--- src/ubr_pkg.sv ---
// Shared types, constants and helpers for the UART byte receiver.
package ubr_pkg;

  localparam int unsigned DataBitsDflt   = 8;
  localparam int unsigned ByteW          = 8;
  localparam int unsigned TickW          = 16;
  localparam int unsigned ApbDataW       = 32;
  localparam int unsigned ApbAddrW       = 3;

  localparam logic [TickW-1:0] StartDelayRst = 16'd29;
  localparam logic [TickW-1:0] BitPeriodRst  = 16'd26;

  typedef enum logic {
    REG_START_DELAY = 1'b0,
    REG_BIT_PERIOD  = 1'b1
  } ubr_reg_e;

  typedef enum logic {
    ST_IDLE = 1'b0,
    ST_RECV = 1'b1
  } ubr_state_e;

  typedef struct packed {
    logic             busy;
    logic             emit;
    logic [ByteW-1:0] data;
  } ubr_result_t;

  // a programmed zero counts as one tick
  function automatic logic [TickW-1:0] ubr_load(input logic [TickW-1:0] v);
    ubr_load = (v == '0) ? TickW'(1) : v;
  endfunction

endpackage

--- src/ubr_rx_core.sv ---
// Receive state machine, tick countdown and data shift register.
module ubr_rx_core #(
  parameter int unsigned DATA_BITS = ubr_pkg::DataBitsDflt
) (
  input  logic                        clk_i,
  input  logic                        rst_ni,
  input  logic                        tick_i,
  input  logic                        level_i,
  input  logic [ubr_pkg::TickW-1:0]   start_delay_i,
  input  logic [ubr_pkg::TickW-1:0]   bit_period_i,
  output ubr_pkg::ubr_result_t        result_o
);
  import ubr_pkg::*;

  localparam int unsigned CntW = $clog2(DATA_BITS + 1);

  ubr_state_e           state_q, state_d;
  logic                 prev_q, prev_d;
  logic [TickW-1:0]     cnt_q, cnt_d, cnt_dec;
  logic [CntW-1:0]      bits_q, bits_d;
  logic [DATA_BITS-1:0] shift_q, shift_d;
  logic                 start_edge, cnt_zero, bits_full, emit;

  assign cnt_dec    = (cnt_q != '0) ? cnt_q - TickW'(1) : '0;
  assign cnt_zero   = (cnt_dec == '0);
  assign bits_full  = (bits_q >= CntW'(DATA_BITS));
  assign start_edge = prev_q && !level_i;

  always_comb begin
    state_d = state_q;
    unique case (state_q)
      ST_IDLE: if (tick_i && start_edge) state_d = ST_RECV;
      ST_RECV: if (tick_i && cnt_zero && bits_full) state_d = ST_IDLE;
      default: state_d = ST_IDLE;
    endcase
  end

  always_comb begin
    prev_d  = prev_q;
    cnt_d   = cnt_q;
    bits_d  = bits_q;
    shift_d = shift_q;
    emit    = 1'b0;
    if (tick_i) begin
      prev_d = level_i;
      unique case (state_q)
        ST_IDLE: begin
          if (start_edge) begin
            cnt_d  = ubr_load(start_delay_i);
            bits_d = '0;
          end
        end
        ST_RECV: begin
          cnt_d = cnt_dec;
          if (cnt_zero) begin
            if (!bits_full) begin
              shift_d = {level_i, shift_q[DATA_BITS-1:1]};
              bits_d  = bits_q + CntW'(1);
              cnt_d   = ubr_load(bit_period_i);
            end else begin
              bits_d = '0;
              emit   = 1'b1;
            end
          end
        end
        default: ;
      endcase
    end
  end

  always_ff @(posedge clk_i or negedge rst_ni) begin
    if (!rst_ni) begin
      state_q <= ST_IDLE;
      prev_q  <= 1'b1;
      cnt_q   <= '0;
      bits_q  <= '0;
      shift_q <= '0;
    end else begin
      state_q <= state_d;
      prev_q  <= prev_d;
      cnt_q   <= cnt_d;
      bits_q  <= bits_d;
      shift_q <= shift_d;
    end
  end

  assign result_o.busy = (state_q == ST_RECV);
  assign result_o.emit = emit;
  assign result_o.data = ByteW'(shift_q);

endmodule

--- src/uart_byte_receiver.sv ---
// UART byte receiver top level: config registers, receive core, output register.
// Takes one line sample per transfer and can take a transfer every clock cycle:
// each sample is worked in one pass through the receive core and a finished byte
// lands in an output register, so input stalls only while that register is full
// and not being drained. A falling edge while idle starts a reception; the first
// data bit is sampled start_delay_ticks samples later (address 0x0), the rest
// every bit_period_ticks samples (address 0x4), LSB first, and the byte is
// delivered one bit period after the last data bit. A zero register value acts
// as one. Start and stop bits are not checked and edges during reception are
// ignored.
module uart_byte_receiver #(
  parameter int unsigned DATA_BITS = ubr_pkg::DataBitsDflt
) (
  input  logic                          clk_i,
  input  logic                          rst_ni,
  input  logic                          in_valid_i,
  output logic                          in_ready_o,
  input  logic                          rx_level_i,
  output logic                          out_valid_o,
  input  logic                          out_ready_i,
  output logic [ubr_pkg::ByteW-1:0]     received_byte_o,
  input  logic                          psel,
  input  logic                          penable,
  input  logic                          pwrite,
  input  logic [ubr_pkg::ApbAddrW-1:0]  paddr,
  input  logic [ubr_pkg::ApbDataW-1:0]  pwdata,
  output logic [ubr_pkg::ApbDataW-1:0]  prdata,
  output logic                          pready
);
  import ubr_pkg::*;

  logic [TickW-1:0] start_delay_q, bit_period_q;
  logic             cfg_we, accept;
  ubr_reg_e         reg_sel;
  ubr_result_t      rx_res;
  logic             out_valid_q, out_valid_d;
  logic [ByteW-1:0] out_data_q, out_data_d;

  assign pready  = 1'b1;
  assign cfg_we  = psel && penable && pwrite;
  assign reg_sel = ubr_reg_e'(paddr[2]);

  always_ff @(posedge clk_i or negedge rst_ni) begin
    if (!rst_ni) begin
      start_delay_q <= StartDelayRst;
      bit_period_q  <= BitPeriodRst;
    end else if (cfg_we) begin
      unique case (reg_sel)
        REG_START_DELAY: start_delay_q <= pwdata[TickW-1:0];
        REG_BIT_PERIOD:  bit_period_q  <= pwdata[TickW-1:0];
        default: ;
      endcase
    end
  end

  always_comb begin
    unique case (reg_sel)
      REG_START_DELAY: prdata = ApbDataW'(start_delay_q);
      REG_BIT_PERIOD:  prdata = ApbDataW'(bit_period_q);
      default:         prdata = '0;
    endcase
  end

  assign in_ready_o = !out_valid_q || out_ready_i;
  assign accept     = in_valid_i && in_ready_o;

  ubr_rx_core #(
    .DATA_BITS(DATA_BITS)
  ) u_rx_core (
    .clk_i        (clk_i),
    .rst_ni       (rst_ni),
    .tick_i       (accept),
    .level_i      (rx_level_i),
    .start_delay_i(start_delay_q),
    .bit_period_i (bit_period_q),
    .result_o     (rx_res)
  );

  always_comb begin
    out_valid_d = out_valid_q && !out_ready_i;
    out_data_d  = out_data_q;
    if (accept && rx_res.emit) begin
      out_valid_d = 1'b1;
      out_data_d  = rx_res.data;
    end
  end

  always_ff @(posedge clk_i or negedge rst_ni) begin
    if (!rst_ni) begin
      out_valid_q <= 1'b0;
    end else begin
      out_valid_q <= out_valid_d;
    end
  end

  always_ff @(posedge clk_i) begin
    out_data_q <= out_data_d;
  end

  assign out_valid_o     = out_valid_q;
  assign received_byte_o = out_data_q;

`ifndef SYNTHESIS
  a_no_emit_idle: assert property (@(posedge clk_i) disable iff (!rst_ni)
    !rx_res.busy |-> !rx_res.emit)
    else $error("byte emitted while idle");

  a_emit_ends_rx: assert property (@(posedge clk_i) disable iff (!rst_ni)
    accept && rx_res.emit |=> !rx_res.busy && out_valid_o)
    else $error("emission did not end reception or fill output");

  a_upper_bits_zero: assert property (@(posedge clk_i) disable iff (!rst_ni)
    out_valid_o |-> (received_byte_o >> DATA_BITS) == '0)
    else $error("byte bits above data width not zero");
`endif

endmodule
--- config.mk ---
export PLATFORM = sky130hd
export DESIGN_NAME = uart_byte_receiver
export DESIGN_NICKNAME = d
export VERILOG_FILES = /design/src/ubr_pkg.sv /design/src/ubr_rx_core.sv /design/src/uart_byte_receiver.sv
export SDC_FILE = /design/constraint.sdc
export NUM_CORES = 1
export LEC_CHECK = 0
export ABC_AREA = 1
export BUFFER_PORTS_ARGS = -buffer_cell sky130_fd_sc_hd__buf_2
export CAP_MARGIN = 30
export CORE_ASPECT_RATIO = 1.1
export CORE_MARGIN = 8
export CORE_UTILIZATION = 35
export DETAILED_ROUTE_END_ITERATION = 10
export GPL_TIMING_DRIVEN = 0
export PLACE_DENSITY = 0.6
export SYNTH_ARGS = -nofsm -noshare
export SYNTH_HDL_FRONTEND = slang
export SYNTH_SLANG_ARGS = --single-unit
--- constraint.sdc ---
create_clock -name clk_i -period 2.4 [get_ports clk_i]
set_input_delay 0.24 -clock clk_i [delete_from_list [all_inputs] [get_ports clk_i]]
set_output_delay 0.24 -clock clk_i [all_outputs]
set_load 0.01 [all_outputs]
==> summary.md <==
| Metric | Value |
|---|---|
| Status | `complete, but fails checks` |
| Failing checks | `hold timing` |
| Gp weighted congestion | `0.893` |
| Initial DRC Count | `219` |
| Number of synthesized register bits | `71` |
| Core area | `12000 um^2` |
| CP top delay family | `simple AND/OR/NAND/NOR gates` |
| Clock Latency Late Sink | `0.34 ns` |
| Final WS setup | `0.101 ns` |
| Most frequent cells in the layout | `172 x nand2_1, 59 x o21ai_0, 57 x inv_1` |
| Maximum fanout along the worst path | `8` |
| Slew Limit Fails | `0` |
| Placed cell count | `805` |
| Post-synthesis cell type count | `33` |
| Buffers on Ports | `50` |
| Most used cell, CP | `nand3_4` |
| H-tree depth | `3` |
| Setup violators final | `0` |
| Root Driver | `clkbuf_16` |
| P_sw | `1.68 mW` |
| Die footprint | `16100 um^2` |
| Tightest Pin Transition | `0.813 ns` |
| Worst vdd ir | `0.000542 V` |
| Clock transition at the registers of the reported paths | `0.06 ns` |
| Internal | `2.72 mW` |
| RSZ-0062 raised after global routing | `true` |
| CTS sink cnt | `71` |
| Area leader, netlist | `dfrtp_1` |
| Worst Path Required | `2.43 ns` |
| HPWL Detailed | `8.88 mm` |
| CTS tree | `done` |
| Minimum clock period after layout | `2.30 ns` |
| Overall power | `4.40 mW` |
| Final non-filler cell area | `5410 um^2` |
| Hold slack | `-0.0152 ns` |
| Die span in x | `122 um` |
| Fin cells | `839` |
| Sequential Power Share | `0.398` |
| N_diodes | `0` |
| Static Leakage | `2.70 nW` |
| Mapped cell area | `4300 um^2` |
| CTS max path bufs | `2` |
| Critical path type | `flop to flop` |
| Total CTS buffers | `9` |
| Crit path launch type | `flop` |
| # fillers | `1232` |
| Cell Chain, Critical Path | `inv_4 > ha_4 > nand3_4 > nor2_4 > nand2_4 > clkbuf_16 > nand3_4 > and3_1 > nand4_1 > inv_2` |
| Cells after Synth | `586` |
| Slew Limit Headroom | `0.458` |
| DRC | `0` |
| Placed inst area | `4800 um^2` |
| Drt via density | `4.84` |
| # IOs | `86` |
| Total Nets Final | `726` |
| Crit. End Element | `flop` |
| Crit path DAT | `2.33 ns` |
| Yosys Warn Count | `0` |
| Routed length per instance | `14.2 um` |
| Gr usage total | `0.145` |
| Multi-input logic area | `2210 um^2` |
| Syn Area/Cell | `7.33 um^2` |
| Max Clock Freq | `0.435 GHz` |
| Std cell rows | `42` |
| Hold_buf cts | `0` |
| First-pass GRT wire length | `18.8 mm` |
| Pre-CTS setup slack | `-0.252 ns` |
| Most common cell after layout, fill and taps aside | `nand2_1` |
| Total grt overflow | `0` |
| MaxCap Viol Count | `0` |
| Worst min path class | `primary input to asynchronous set/reset pin` |
| Largest net degree at the start of global routing | `64` |
| Final Hold Viols | `13` |
| Antenna viol nets, final | `0` |
| Clk_skew | `0.00356 ns` |
| Slowest-stage cell, CP | `dfrtp_1` |
| Fraction of layout cells with a size suffix above 1 | `0.245` |
| Clock share of power | `0.282` |
| Comb pwr share | `0.320` |
| Via count | `4062` |
| Yosys top cell area share | `0.320` |
| DRT Wirelength | `11.9 mm` |
| Pwr/cell area | `812 nW/um^2` |
| Crit share post-route | `0.958` |
| Layout area overhead | `26.0%` |
| Sequential-to-total area share from yosys stat | `0.425` |
| Crit-path max cell delay | `0.40 ns` |
| Net Sw Frac | `0.382` |
| Vias in the first global route | `3828` |
| Pre-antenna DRT Iters | `4` |
| Synth area leaders | `dfrtp_1 32%, nand2_1 15%, o21ai_0 6.9%, edfxtp_1 5.6%, inv_1 5.1%` |
| Bufs and invs on worst path | `3` |
| Initial Utilization | `0.357` |
| Chip height | `132 um` |
| FF+latch area | `1830 um^2` |
| Initial antenna violation count | `0` |
==> synthesized netlist by cell type, drive strengths merged <==
master,instances
a21oi,32
nand4,22
nand3,31
ha,3
and3,2
o21ai,74
nor3,3
nor4,5
or2,1
nand2,180
clkbuf,15
o21bai,4
edfxtp,8
nor2,53
conb,2
clkinv,2
inv,61
buf,25
dfrtp,55
dfstp,8
==> logic make-up (layout without fill, tap and decap cells) <==
group / count (synthesis) / after routing / synth area share
simple gates: 297 / 298 / 0.315
compound gates: 110 / 110 / 0.138
buf+inv: 103 / 186 / 0.111
flops: 71 / 71 / 0.425
fa+ha+maj: 3 / 3 / 0.00874
other cells: 2 / 17 / 0.00175
==> per-stage QoR <==
step,setup TNS [ns],util
after floorplan,0,-
after global placement,-2.50,0.399
after detailed placement,-3.70,0.399
after CTS,0,0.426
after global routing,-0.683,0.450
final,0,0.450
==> worst paths after layout <==
kind                       slack (ns)            endpoint                 start  cells past startpoint
max in group asynchronous        1.87  u_rx_core.cnt_q[2]                rst_ni                      1
min                             -0.02    start_delay_q[8]                rst_ni                      1
max reg2reg                      0.10  received_byte_o[1]    u_rx_core.cnt_q[0]                     10
min in group clk_i               0.13    start_delay_q[2]             pwdata[2]                      3
min reg2reg                      0.45  received_byte_o[0]  u_rx_core.shift_q[0]                      0
max                              0.10  received_byte_o[1]    u_rx_core.cnt_q[0]                     10
==> metal layers <==
metal  part of all wire  global-route usage  vias up
met5                  0                   0        -
met4              0.020              0.0528        0
met1               0.44               0.179     1868
li1                   -                   -     2062
met2               0.49               0.243      116
met3              0.054              0.0278       16
==> power groups by stage <==
stage / Clock [mW] / Sequential (mW) / Combinational (mW)
6_report: 1.24 / 1.75 / 1.41
5_1_grt: 1.31 / 1.79 / 1.58
4_1_cts: 1.26 / 1.74 / 1.24
3_5_place_dp: 0 / 1.76 / 1.20
3_3_place_gp: 0 / 1.76 / 1.18
2_1_floorplan: 0 / 1.67 / 0.897
==> what timing repair did <==
action	4_1_cts	5_1_grt
buffers inserted	4	11
setup endpoints to repair	30	34
resized for setup	5	32
gates cloned	0	3
pin swaps	4	13
==> layout make-up <==
type | count | share of cell area
Multi-Input combinational cell | 428 | 0.408
Sequential cell | 71 | 0.337
Timing Repair Buffer | 67 | 0.0767
Buffer | 40 | 0.0469
Inverter | 63 | 0.0446
Clock buffer | 9 | 0.0416
Tap cell | 154 | 0.0356
Clock inverter | 7 | 0.00878
==> registers in the layout (all words and copies together) (netlist names) <==
| register | flops |
|---|---|
| u_rx_core.cnt_q | 16 |
| received_byte_o | 8 |
| start_delay_q | 16 |
| out_valid_o | 1 |
| u_rx_core.state_q | 1 |
| u_rx_core.bits_q | 4 |
| u_rx_core.prev_q | 1 |
| bit_period_q | 16 |
| u_rx_core.shift_q | 8 |
(Power assumes the default switching activity.)
